$ cat src/rtl/hsv2rgb_pkg.sv
`default_nettype none
package hsv2rgb_pkg;

	localparam int HUE_W = 12;
	localparam int MILLI_W = 10;
	localparam int LEVEL_W = 8;
	localparam int QUO_W = 7;
	localparam int REM_W = 6;
	localparam int SPAN_W = 16;
	localparam int AREA_W = 20;
	localparam int PROD_W = 30;
	localparam int RECIP_W = 31;

	localparam logic [MILLI_W-1:0] FULL_MILLI = 10'd1000;
	localparam logic [SPAN_W-1:0] FULL_SPAN = 16'd60000;

	localparam int DIV60_SHIFT = 20;
	localparam logic [14:0] DIV60_MULT = 15'd17477;
	localparam int DIV6_SHIFT = 8;
	localparam logic [5:0] DIV6_MULT = 6'd43;

	localparam int RECIP_SHIFT = 52;
	localparam logic [RECIP_W-1:0] LEVEL_RECIP = 31'd1125899907;

	typedef enum logic [2:0] {
		SEXT_RED_YELLOW,
		SEXT_YELLOW_GREEN,
		SEXT_GREEN_CYAN,
		SEXT_CYAN_BLUE,
		SEXT_BLUE_MAGENTA,
		SEXT_MAGENTA_RED
	} sextant_t;

	typedef struct packed {
		logic s1;
		logic s2;
		logic s3;
		logic s4;
		logic s5;
		logic s6;
	} pipe_en_t;

endpackage
`default_nettype wire

$ cat src/rtl/hsv_in_if.sv
`default_nettype none
interface hsv_in_if;
	import hsv2rgb_pkg::*;

	logic               valid;
	logic               ready;
	logic [HUE_W-1:0]   hue_degrees;
	logic [MILLI_W-1:0] saturation_milli;
	logic [MILLI_W-1:0] brightness_milli;

	modport source (
		output valid, hue_degrees, saturation_milli, brightness_milli,
		input  ready
	);

	modport sink (
		input  valid, hue_degrees, saturation_milli, brightness_milli,
		output ready
	);

endinterface
`default_nettype wire

$ cat src/rtl/rgb_out_if.sv
`default_nettype none
interface rgb_out_if;
	import hsv2rgb_pkg::*;

	logic               valid;
	logic               ready;
	logic [LEVEL_W-1:0] red_level;
	logic [LEVEL_W-1:0] green_level;
	logic [LEVEL_W-1:0] blue_level;

	modport source (
		output valid, red_level, green_level, blue_level,
		input  ready
	);

	modport sink (
		input  valid, red_level, green_level, blue_level,
		output ready
	);

endinterface
`default_nettype wire

$ cat src/rtl/hsv_to_rgb_converter.sv
`default_nettype none
// Converts one HSV word per clock, unless the output side stalls, into
// truncated 8-bit red, green and blue levels. Each word passes through six
// register stages; the depth is set by the hue split into sextant and
// remainder (two stages), the forming of the three channel products (one
// stage), the two multiplications of each channel lane and the output
// register. Stages hold their word while the next one is full and stalled,
// and empty stages still take new words, so input ready only drops once the
// whole pipeline is occupied.
module hsv_to_rgb_converter (
	input  logic       clk,
	input  logic       arst_n,
	hsv_in_if.sink     pixel_in,
	rgb_out_if.source  pixel_out
);
	import hsv2rgb_pkg::*;

	pipe_en_t           en;
	logic               v_s1, v_s2, v_s3, v_s4, v_s5, v_s6;

	logic [MILLI_W-1:0] sat_clamp, bri_clamp;
	logic [MILLI_W-1:0] sat_s1, bri_s1, sat_s2, bri_s2, bri_s3;
	logic [REM_W-1:0]   rem_s2;
	sextant_t           sext_s2, sext_s3, sext_s4, sext_s5;

	logic [SPAN_W-1:0]  sat_rem, sat_x60;
	logic [SPAN_W-1:0]  span_p, span_q, span_t;
	logic [AREA_W-1:0]  area_p_s3, area_q_s3, area_t_s3;
	logic [AREA_W-1:0]  area_full;

	logic [LEVEL_W-1:0] full_s5, p_s5, q_s5, t_s5;
	logic [LEVEL_W-1:0] red_s6, green_s6, blue_s6;

	assign en.s6 = !v_s6 || pixel_out.ready;
	assign en.s5 = !v_s5 || en.s6;
	assign en.s4 = !v_s4 || en.s5;
	assign en.s3 = !v_s3 || en.s4;
	assign en.s2 = !v_s2 || en.s3;
	assign en.s1 = !v_s1 || en.s2;

	assign pixel_in.ready = en.s1;

	always_ff @(posedge clk or negedge arst_n) begin
		if (!arst_n) begin
			v_s1 <= 1'b0;
			v_s2 <= 1'b0;
			v_s3 <= 1'b0;
			v_s4 <= 1'b0;
			v_s5 <= 1'b0;
			v_s6 <= 1'b0;
		end else begin
			if (en.s1) v_s1 <= pixel_in.valid;
			if (en.s2) v_s2 <= v_s1;
			if (en.s3) v_s3 <= v_s2;
			if (en.s4) v_s4 <= v_s3;
			if (en.s5) v_s5 <= v_s4;
			if (en.s6) v_s6 <= v_s5;
		end
	end

	assign sat_clamp = (pixel_in.saturation_milli > FULL_MILLI) ?
		FULL_MILLI : pixel_in.saturation_milli;
	assign bri_clamp = (pixel_in.brightness_milli > FULL_MILLI) ?
		FULL_MILLI : pixel_in.brightness_milli;

	always_ff @(posedge clk) begin
		if (en.s1) begin
			sat_s1 <= sat_clamp;
			bri_s1 <= bri_clamp;
		end
		if (en.s2) begin
			sat_s2 <= sat_s1;
			bri_s2 <= bri_s1;
		end
	end

	hsv2rgb_hue u_hue (
		.clk     (clk),
		.en      (en),
		.hue     (pixel_in.hue_degrees),
		.rem_s2  (rem_s2),
		.sext_s2 (sext_s2)
	);

	// All spans are over the denominator 60000, so zero saturation needs no
	// special handling: every span then equals the full span.
	assign sat_rem = sat_s2 * rem_s2;
	assign sat_x60 = {sat_s2, 6'b0} - {4'b0, sat_s2, 2'b0};
	assign span_p  = FULL_SPAN - sat_x60;
	assign span_q  = FULL_SPAN - sat_rem;
	assign span_t  = FULL_SPAN - sat_x60 + sat_rem;

	always_ff @(posedge clk) begin
		if (en.s3) begin
			area_p_s3 <= {span_p, 4'b0} + {4'b0, span_p};
			area_q_s3 <= {span_q, 4'b0} + {4'b0, span_q};
			area_t_s3 <= {span_t, 4'b0} + {4'b0, span_t};
			bri_s3    <= bri_s2;
			sext_s3   <= sext_s2;
		end
		if (en.s4) sext_s4 <= sext_s3;
		if (en.s5) sext_s5 <= sext_s4;
	end

	assign area_full = {FULL_SPAN, 4'b0} + {4'b0, FULL_SPAN};

	hsv2rgb_lane u_lane_full (
		.clk (clk), .en (en), .bri (bri_s3), .area (area_full), .level_s5 (full_s5)
	);

	hsv2rgb_lane u_lane_p (
		.clk (clk), .en (en), .bri (bri_s3), .area (area_p_s3), .level_s5 (p_s5)
	);

	hsv2rgb_lane u_lane_q (
		.clk (clk), .en (en), .bri (bri_s3), .area (area_q_s3), .level_s5 (q_s5)
	);

	hsv2rgb_lane u_lane_t (
		.clk (clk), .en (en), .bri (bri_s3), .area (area_t_s3), .level_s5 (t_s5)
	);

	always_ff @(posedge clk) begin
		if (en.s6) begin
			unique case (sext_s5)
				SEXT_RED_YELLOW: begin
					red_s6   <= full_s5;
					green_s6 <= t_s5;
					blue_s6  <= p_s5;
				end
				SEXT_YELLOW_GREEN: begin
					red_s6   <= q_s5;
					green_s6 <= full_s5;
					blue_s6  <= p_s5;
				end
				SEXT_GREEN_CYAN: begin
					red_s6   <= p_s5;
					green_s6 <= full_s5;
					blue_s6  <= t_s5;
				end
				SEXT_CYAN_BLUE: begin
					red_s6   <= p_s5;
					green_s6 <= q_s5;
					blue_s6  <= full_s5;
				end
				SEXT_BLUE_MAGENTA: begin
					red_s6   <= t_s5;
					green_s6 <= p_s5;
					blue_s6  <= full_s5;
				end
				default: begin
					red_s6   <= full_s5;
					green_s6 <= p_s5;
					blue_s6  <= q_s5;
				end
			endcase
		end
	end

	assign pixel_out.valid       = v_s6;
	assign pixel_out.red_level   = red_s6;
	assign pixel_out.green_level = green_s6;
	assign pixel_out.blue_level  = blue_s6;

endmodule
`default_nettype wire

$ cat src/rtl/hsv2rgb_hue.sv
`default_nettype none
module hsv2rgb_hue (
	input  logic                             clk,
	input  hsv2rgb_pkg::pipe_en_t            en,
	input  logic [hsv2rgb_pkg::HUE_W-1:0]    hue,
	output logic [hsv2rgb_pkg::REM_W-1:0]    rem_s2,
	output hsv2rgb_pkg::sextant_t            sext_s2
);
	import hsv2rgb_pkg::*;

	logic [HUE_W+15-1:0] quo_prod;
	logic [HUE_W-1:0]    hue_s1;
	logic [QUO_W-1:0]    quo_s1;
	logic [HUE_W:0]      quo_x60;
	logic [HUE_W:0]      rem_full;
	logic [QUO_W+6-1:0]  div6_prod;
	logic [4:0]          turns;
	logic [QUO_W-1:0]    turns_x6;
	logic [QUO_W-1:0]    sext_full;

	// Hue over sixty by a reciprocal that is exact over the whole 12-bit range.
	assign quo_prod = hue * DIV60_MULT;

	always_ff @(posedge clk) begin
		if (en.s1) begin
			hue_s1 <= hue;
			quo_s1 <= quo_prod[DIV60_SHIFT +: QUO_W];
		end
	end

	assign quo_x60   = {quo_s1, 6'b0} - {4'b0, quo_s1, 2'b0};
	assign rem_full  = {1'b0, hue_s1} - quo_x60;
	assign div6_prod = quo_s1 * DIV6_MULT;
	assign turns     = div6_prod[DIV6_SHIFT +: 5];
	assign turns_x6  = {turns, 2'b0} + {1'b0, turns, 1'b0};
	assign sext_full = quo_s1 - turns_x6;

	always_ff @(posedge clk) begin
		if (en.s2) begin
			rem_s2  <= rem_full[REM_W-1:0];
			sext_s2 <= sextant_t'(sext_full[2:0]);
		end
	end

endmodule
`default_nettype wire

$ cat src/rtl/hsv2rgb_lane.sv
`default_nettype none
module hsv2rgb_lane (
	input  logic                              clk,
	input  hsv2rgb_pkg::pipe_en_t             en,
	input  logic [hsv2rgb_pkg::MILLI_W-1:0]   bri,
	input  logic [hsv2rgb_pkg::AREA_W-1:0]    area,
	output logic [hsv2rgb_pkg::LEVEL_W-1:0]   level_s5
);
	import hsv2rgb_pkg::*;

	logic [PROD_W-1:0]         prod_s4;
	logic [PROD_W+RECIP_W-1:0] scaled;

	always_ff @(posedge clk) begin
		if (en.s4) begin
			prod_s4 <= bri * area;
		end
	end

	// The division by the common denominator is a reciprocal multiplication
	// whose error stays below one step of the quotient.
	assign scaled = prod_s4 * LEVEL_RECIP;

	always_ff @(posedge clk) begin
		if (en.s5) begin
			level_s5 <= scaled[RECIP_SHIFT +: LEVEL_W];
		end
	end

endmodule
`default_nettype wire

$ cat src/flat_wrapper.sv
// flat-port wrapper written by rule: the top's interface ports become plain ports
module hsv_to_rgb_converter_flat import hsv2rgb_pkg::*;
  (clk, arst_n, pixel_in_valid, pixel_in_hue_degrees, pixel_in_saturation_milli, pixel_in_brightness_milli, pixel_in_ready, pixel_out_valid, pixel_out_red_level, pixel_out_green_level, pixel_out_blue_level, pixel_out_ready);
  hsv_in_if pixel_in_i ();
  rgb_out_if pixel_out_i ();
  input  logic clk;
  input  logic arst_n;
  input wire logic [$bits(pixel_in_i.valid)-1:0] pixel_in_valid;
  input wire logic [$bits(pixel_in_i.hue_degrees)-1:0] pixel_in_hue_degrees;
  input wire logic [$bits(pixel_in_i.saturation_milli)-1:0] pixel_in_saturation_milli;
  input wire logic [$bits(pixel_in_i.brightness_milli)-1:0] pixel_in_brightness_milli;
  output wire logic [$bits(pixel_in_i.ready)-1:0] pixel_in_ready;
  output wire logic [$bits(pixel_out_i.valid)-1:0] pixel_out_valid;
  output wire logic [$bits(pixel_out_i.red_level)-1:0] pixel_out_red_level;
  output wire logic [$bits(pixel_out_i.green_level)-1:0] pixel_out_green_level;
  output wire logic [$bits(pixel_out_i.blue_level)-1:0] pixel_out_blue_level;
  input wire logic [$bits(pixel_out_i.ready)-1:0] pixel_out_ready;
  assign pixel_in_i.valid = pixel_in_valid;
  assign pixel_in_i.hue_degrees = pixel_in_hue_degrees;
  assign pixel_in_i.saturation_milli = pixel_in_saturation_milli;
  assign pixel_in_i.brightness_milli = pixel_in_brightness_milli;
  assign pixel_in_ready = pixel_in_i.ready;
  assign pixel_out_valid = pixel_out_i.valid;
  assign pixel_out_red_level = pixel_out_i.red_level;
  assign pixel_out_green_level = pixel_out_i.green_level;
  assign pixel_out_blue_level = pixel_out_i.blue_level;
  assign pixel_out_i.ready = pixel_out_ready;
  hsv_to_rgb_converter u_core (.clk(clk), .arst_n(arst_n), .pixel_in(pixel_in_i), .pixel_out(pixel_out_i));
endmodule
$ cat config.mk
export PLATFORM = sky130hd
export DESIGN_NAME = hsv_to_rgb_converter_flat
export DESIGN_NICKNAME = d
export VERILOG_FILES = /design/src/rtl/hsv2rgb_pkg.sv /design/src/rtl/hsv_in_if.sv /design/src/rtl/rgb_out_if.sv /design/src/rtl/hsv_to_rgb_converter.sv /design/src/rtl/hsv2rgb_hue.sv /design/src/rtl/hsv2rgb_lane.sv /design/src/flat_wrapper.sv
export SDC_FILE = /design/constraint.sdc
export NUM_CORES = 2
export LEC_CHECK = 0
export BUFFER_PORTS_ARGS = -buffer_cell sky130_fd_sc_hd__buf_2
export CORE_UTILIZATION = 26
export DETAILED_ROUTE_END_ITERATION = 8
export PLACE_DENSITY = 0.5
export SLEW_MARGIN = 10
export SYNTH_ARGS = -nofsm -noshare
export SYNTH_HDL_FRONTEND = slang
export SYNTH_SLANG_ARGS = --single-unit
$ cat constraint.sdc
create_clock -name clk -period 7.9 [get_ports clk]
set_input_delay 0.79 -clock clk [delete_from_list [all_inputs] [get_ports clk]]
set_output_delay 0.79 -clock clk [all_outputs]
set_load 0.01 [all_outputs]
==> impl_results.md <==
* Sequential-to-total area share from yosys stat at 0.108
* Crit path time final at 7.54 ns
* Synth Flop Type: edfxtp_1
* Final non-filler cell area at 0.0935 mm^2
* Hold WC Path Type: input port to flop
* Worst slew margin at 0.169
* Synth warn at 0
* Placement-stage cell area at 0.0920 mm^2
* Vias at between 50k and 60k
* Critical Path RT at 8.31 ns
* Via density at 4.34
* Worst hold path startpoint: pixel_in_brightness_milli[5]
* First-pass GRT wire length at 362000 um
* # IOs at 62
* Slowest CP cell: fa_1
* # DRC at 0
* Min Hold Slack at 0.298 ns
* Critical Path Fanout Max at 6
* Root buffer cell: clkbuf_16
* Fin crit share at 0.954
* Share of the synthesized area in the top cell type at 0.384
* Max Root-Sink Buffers at 3
* Fin Clk Skew at 0.0393 ns
* Final design utilization at 0.285
* Max frequency at around 130 MHz
* Most frequent cells in the layout: inv_1, ha_1, fa_1, nand2_1, and2_1
* Kind of critical path: flop to flop
* # clock sinks at about 310
* Clk Latency, worst-skew pair at 0.69 ns
* Die height at 577 um
* Most common cell after layout, fill and taps aside: inv_1
* H-tree levels at 2
* Post-synth cell types at 69
* Rows at 210
* Final hold violations at 0
* FFs w/ async S/R, synth at 0.0192
* CTS tree: built
* CP Cell Sequence: fa_1 > fa_1 > fa_1 > inv_1 > fa_1 > fa_1 > inv_1 > fa_1 > inv_1 > fa_1 > inv_1 > ha_1 > ha_1 > a21oi_1 > o21ai_0 > a211oi_1 > o41ai_2 > a311oi_2 > buf_4 > o221ai_1 > o41ai_2 > o21ba_2 > xnor2_1
* Syn Inst Count at 8368
* Startpoint types: flop
* Critical Path End Type: flop
* GRT Overall Usage at 0.141
* Total grt overflow at 0
* Ranking of synthesized cells by area: fa_1, ha_1, edfxtp_1
* Reg2Reg Setup Slack at 0.36 ns
* DP Wirelength at 207000 um
* Endpoints failing setup at 0
* Core area at 0.328 mm^2
* Vias in the first global route at slightly above 60k
* 1st-pass router iterations at 7
* Yosys reg bits at 312
* IO buf count at 61
* Num CTS Buffers at 44
* Status: finished clean
* Register Area at 0.00934 mm^2
* Clock transition at the registers of the reported paths at approximately 0.060 ns
* Routability cong. at between 0.9 and 1
* Filler cells at 34.5k
* Share of layout cells above drive strength 1 at 0.0344
* Max-cap violations at 0
* Worst Setup SP: u_core.u_lane_p.prod_s4[9]
* Max stage delay on crit path at 0.68 ns
* Layout Area Growth over Synthesis at 8.64%
* Full die area at 0.333 mm^2
* Initial Util at 0.262
* Worst EP arrival at slightly below 8 ns
* Post-layout nets at 11.8k
* Number of routed nets with antenna violations at 0
* FF-to-FF Start: u_core.u_lane_p.prod_s4[9]
* Syn Area/Cell at 10.3 um^2
* Die Wd at 577 um
* Initial DRC Count at 3026
* CP dominant cell by count: fa_1
* Slew Viols, Final at 0
* Total nets after synthesis at 11.7k
* Pin count of the biggest net entering global routing at 71
* Multi-input gate area at 0.0673 mm^2
* Post-synth EDFFs at 306
* Mapped cell area at 0.0861 mm^2
* Final wirelength at 231000 um
* Slew @ Worst Pin at around 1.2 ns
* Leading area contributor after synthesis: fa_1
* Antenna violations before repair at 5
* WL/cell at 18.1 um
-- flip-flops by register name (all words and copies together), names as in the netlist, 7 cells and up --
| register | flops |
|---|---|
| u_core.u_lane_t.prod_s4 | 30 |
| u_core.u_lane_q.prod_s4 | 29 |
| u_core.u_lane_p.prod_s4 | 28 |
| u_core.u_lane_full.prod_s4 | 25 |
| u_core.area_t_s3 | 20 |
| u_core.area_q_s3 | 19 |
| u_core.area_p_s3 | 18 |
| u_core.bri_s1 | 10 |
| u_core.bri_s2 | 10 |
| u_core.bri_s3 | 10 |
| u_core.sat_s1 | 10 |
| u_core.sat_s2 | 10 |
| u_core.pixel_out.blue_level | 8 |
| u_core.pixel_out.green_level | 8 |
| u_core.pixel_out.red_level | 8 |
| u_core.u_lane_full.level_s5 | 8 |
| u_core.u_lane_p.level_s5 | 8 |
| u_core.u_lane_q.level_s5 | 8 |
| u_core.u_lane_t.level_s5 | 8 |
| u_core.u_hue.quo_s1 | 7 |
-- what timing repair did --
item | CTS | global route
resized for setup | 2 | 7
setup buffers | 0 | 4
hold endpoints to repair | 4 | 0
hold buffers | 1 | 0
pin swaps | 0 | 1
setup endpoints to repair | 2 | 10
-- path summary, 6_finish.rpt --
check                                         endpoint  cells past startpoint
setup / recovery           u_core.u_lane_p.level_s5[7]                     23
hold reg to reg                       u_core.sat_s2[8]                      0
max in group asynchronous       u_core.pixel_out.valid                      2
min in group asynchronous                  u_core.v_s4                      2
setup reg to reg           u_core.u_lane_p.level_s5[7]                     23
hold / removal                        u_core.bri_s1[5]                      1
-- critical path, delay by kind of cell, from the launching register on --
family	cells	cell delay, ns
AOI/OAI and AO/OA	8	1.91
xor gates and xnor gates	1	0.06
adders and majority gates	9	4.32
buffers and inverters	5	0.41
DFF	1	0.57
-- logic make-up (layout without fill, tap and decap cells) --
| logic type | after synthesis | in the layout | synth area share |
|---|---|---|---|
| other | 0 | 1 | 0 |
| AO/OA/AOI/OAI | 703 | 703 | 0.0531 |
| adder cells (fa/ha/maj) | 3339 | 3339 | 0.629 |
| XOR/XNOR | 227 | 227 | 0.0234 |
| multiplexers | 46 | 46 | 0.00567 |
| AND/OR/NAND/NOR | 1203 | 1203 | 0.0694 |
| buffers and inverters | 2538 | 2622 | 0.111 |
| flip-flops | 312 | 312 | 0.108 |
-- routing by layer --
layer / share of wire / GRT usage / vias to the layer above
met5: 0 / 0 / -
met4: 0.015 / 0.0220 / 0
met3: 0.037 / 0.0155 / 140
met2: 0.45 / 0.231 / 901
met1: 0.49 / 0.202 / 28400
li1: - / - / 26100
-- per-stage QoR --
stage,worst slack (ns),setup TNS (ns),instances
2_1_floorplan,0.935,0,8368
3_3_place_gp,-0.0722,-0.0722,12700
3_5_place_dp,-0.153,-0.153,12700
4_1_cts,0.0709,0,12800
5_1_grt,-0.00100,-0.00100,12800
6_report,0.361,0,12800
-- synth_stat cells (all sizes together), types with 21 or more instances --
| master | n |
|---|---|
| a21o | 103 |
| nor2 | 142 |
| ha | 1687 |
| nand4 | 40 |
| mux2i | 24 |
| fa | 1652 |
| or2 | 26 |
| clkbuf | 140 |
| a21oi | 215 |
| a211oi | 51 |
| and2 | 328 |
| o21a | 27 |
| inv | 2393 |
| o21bai | 36 |
| nor2b | 25 |
| nand2b | 29 |
| nand3 | 56 |
| o211ai | 21 |
| edfxtp | 306 |
| o21ai | 107 |
| xor2 | 73 |
| xnor2 | 152 |
| nor3 | 52 |
| mux2 | 22 |
| nand2 | 439 |
| a31oi | 29 |
-- final cells by class --
cell class              instances  share of cell area
diodes                          1           0.0000268
clock buffers                  49              0.0120
clock inverters                32             0.00359
flip-flops and latches        312              0.0998
inverters                    2393              0.0960
multi-input cells            5518               0.720
well taps                    4346              0.0581
repair buffers                148              0.0108
Power is left out: the tool's default activity adds up to more than one toggle a clock period on the data nets, which glitch-free logic cannot reach.
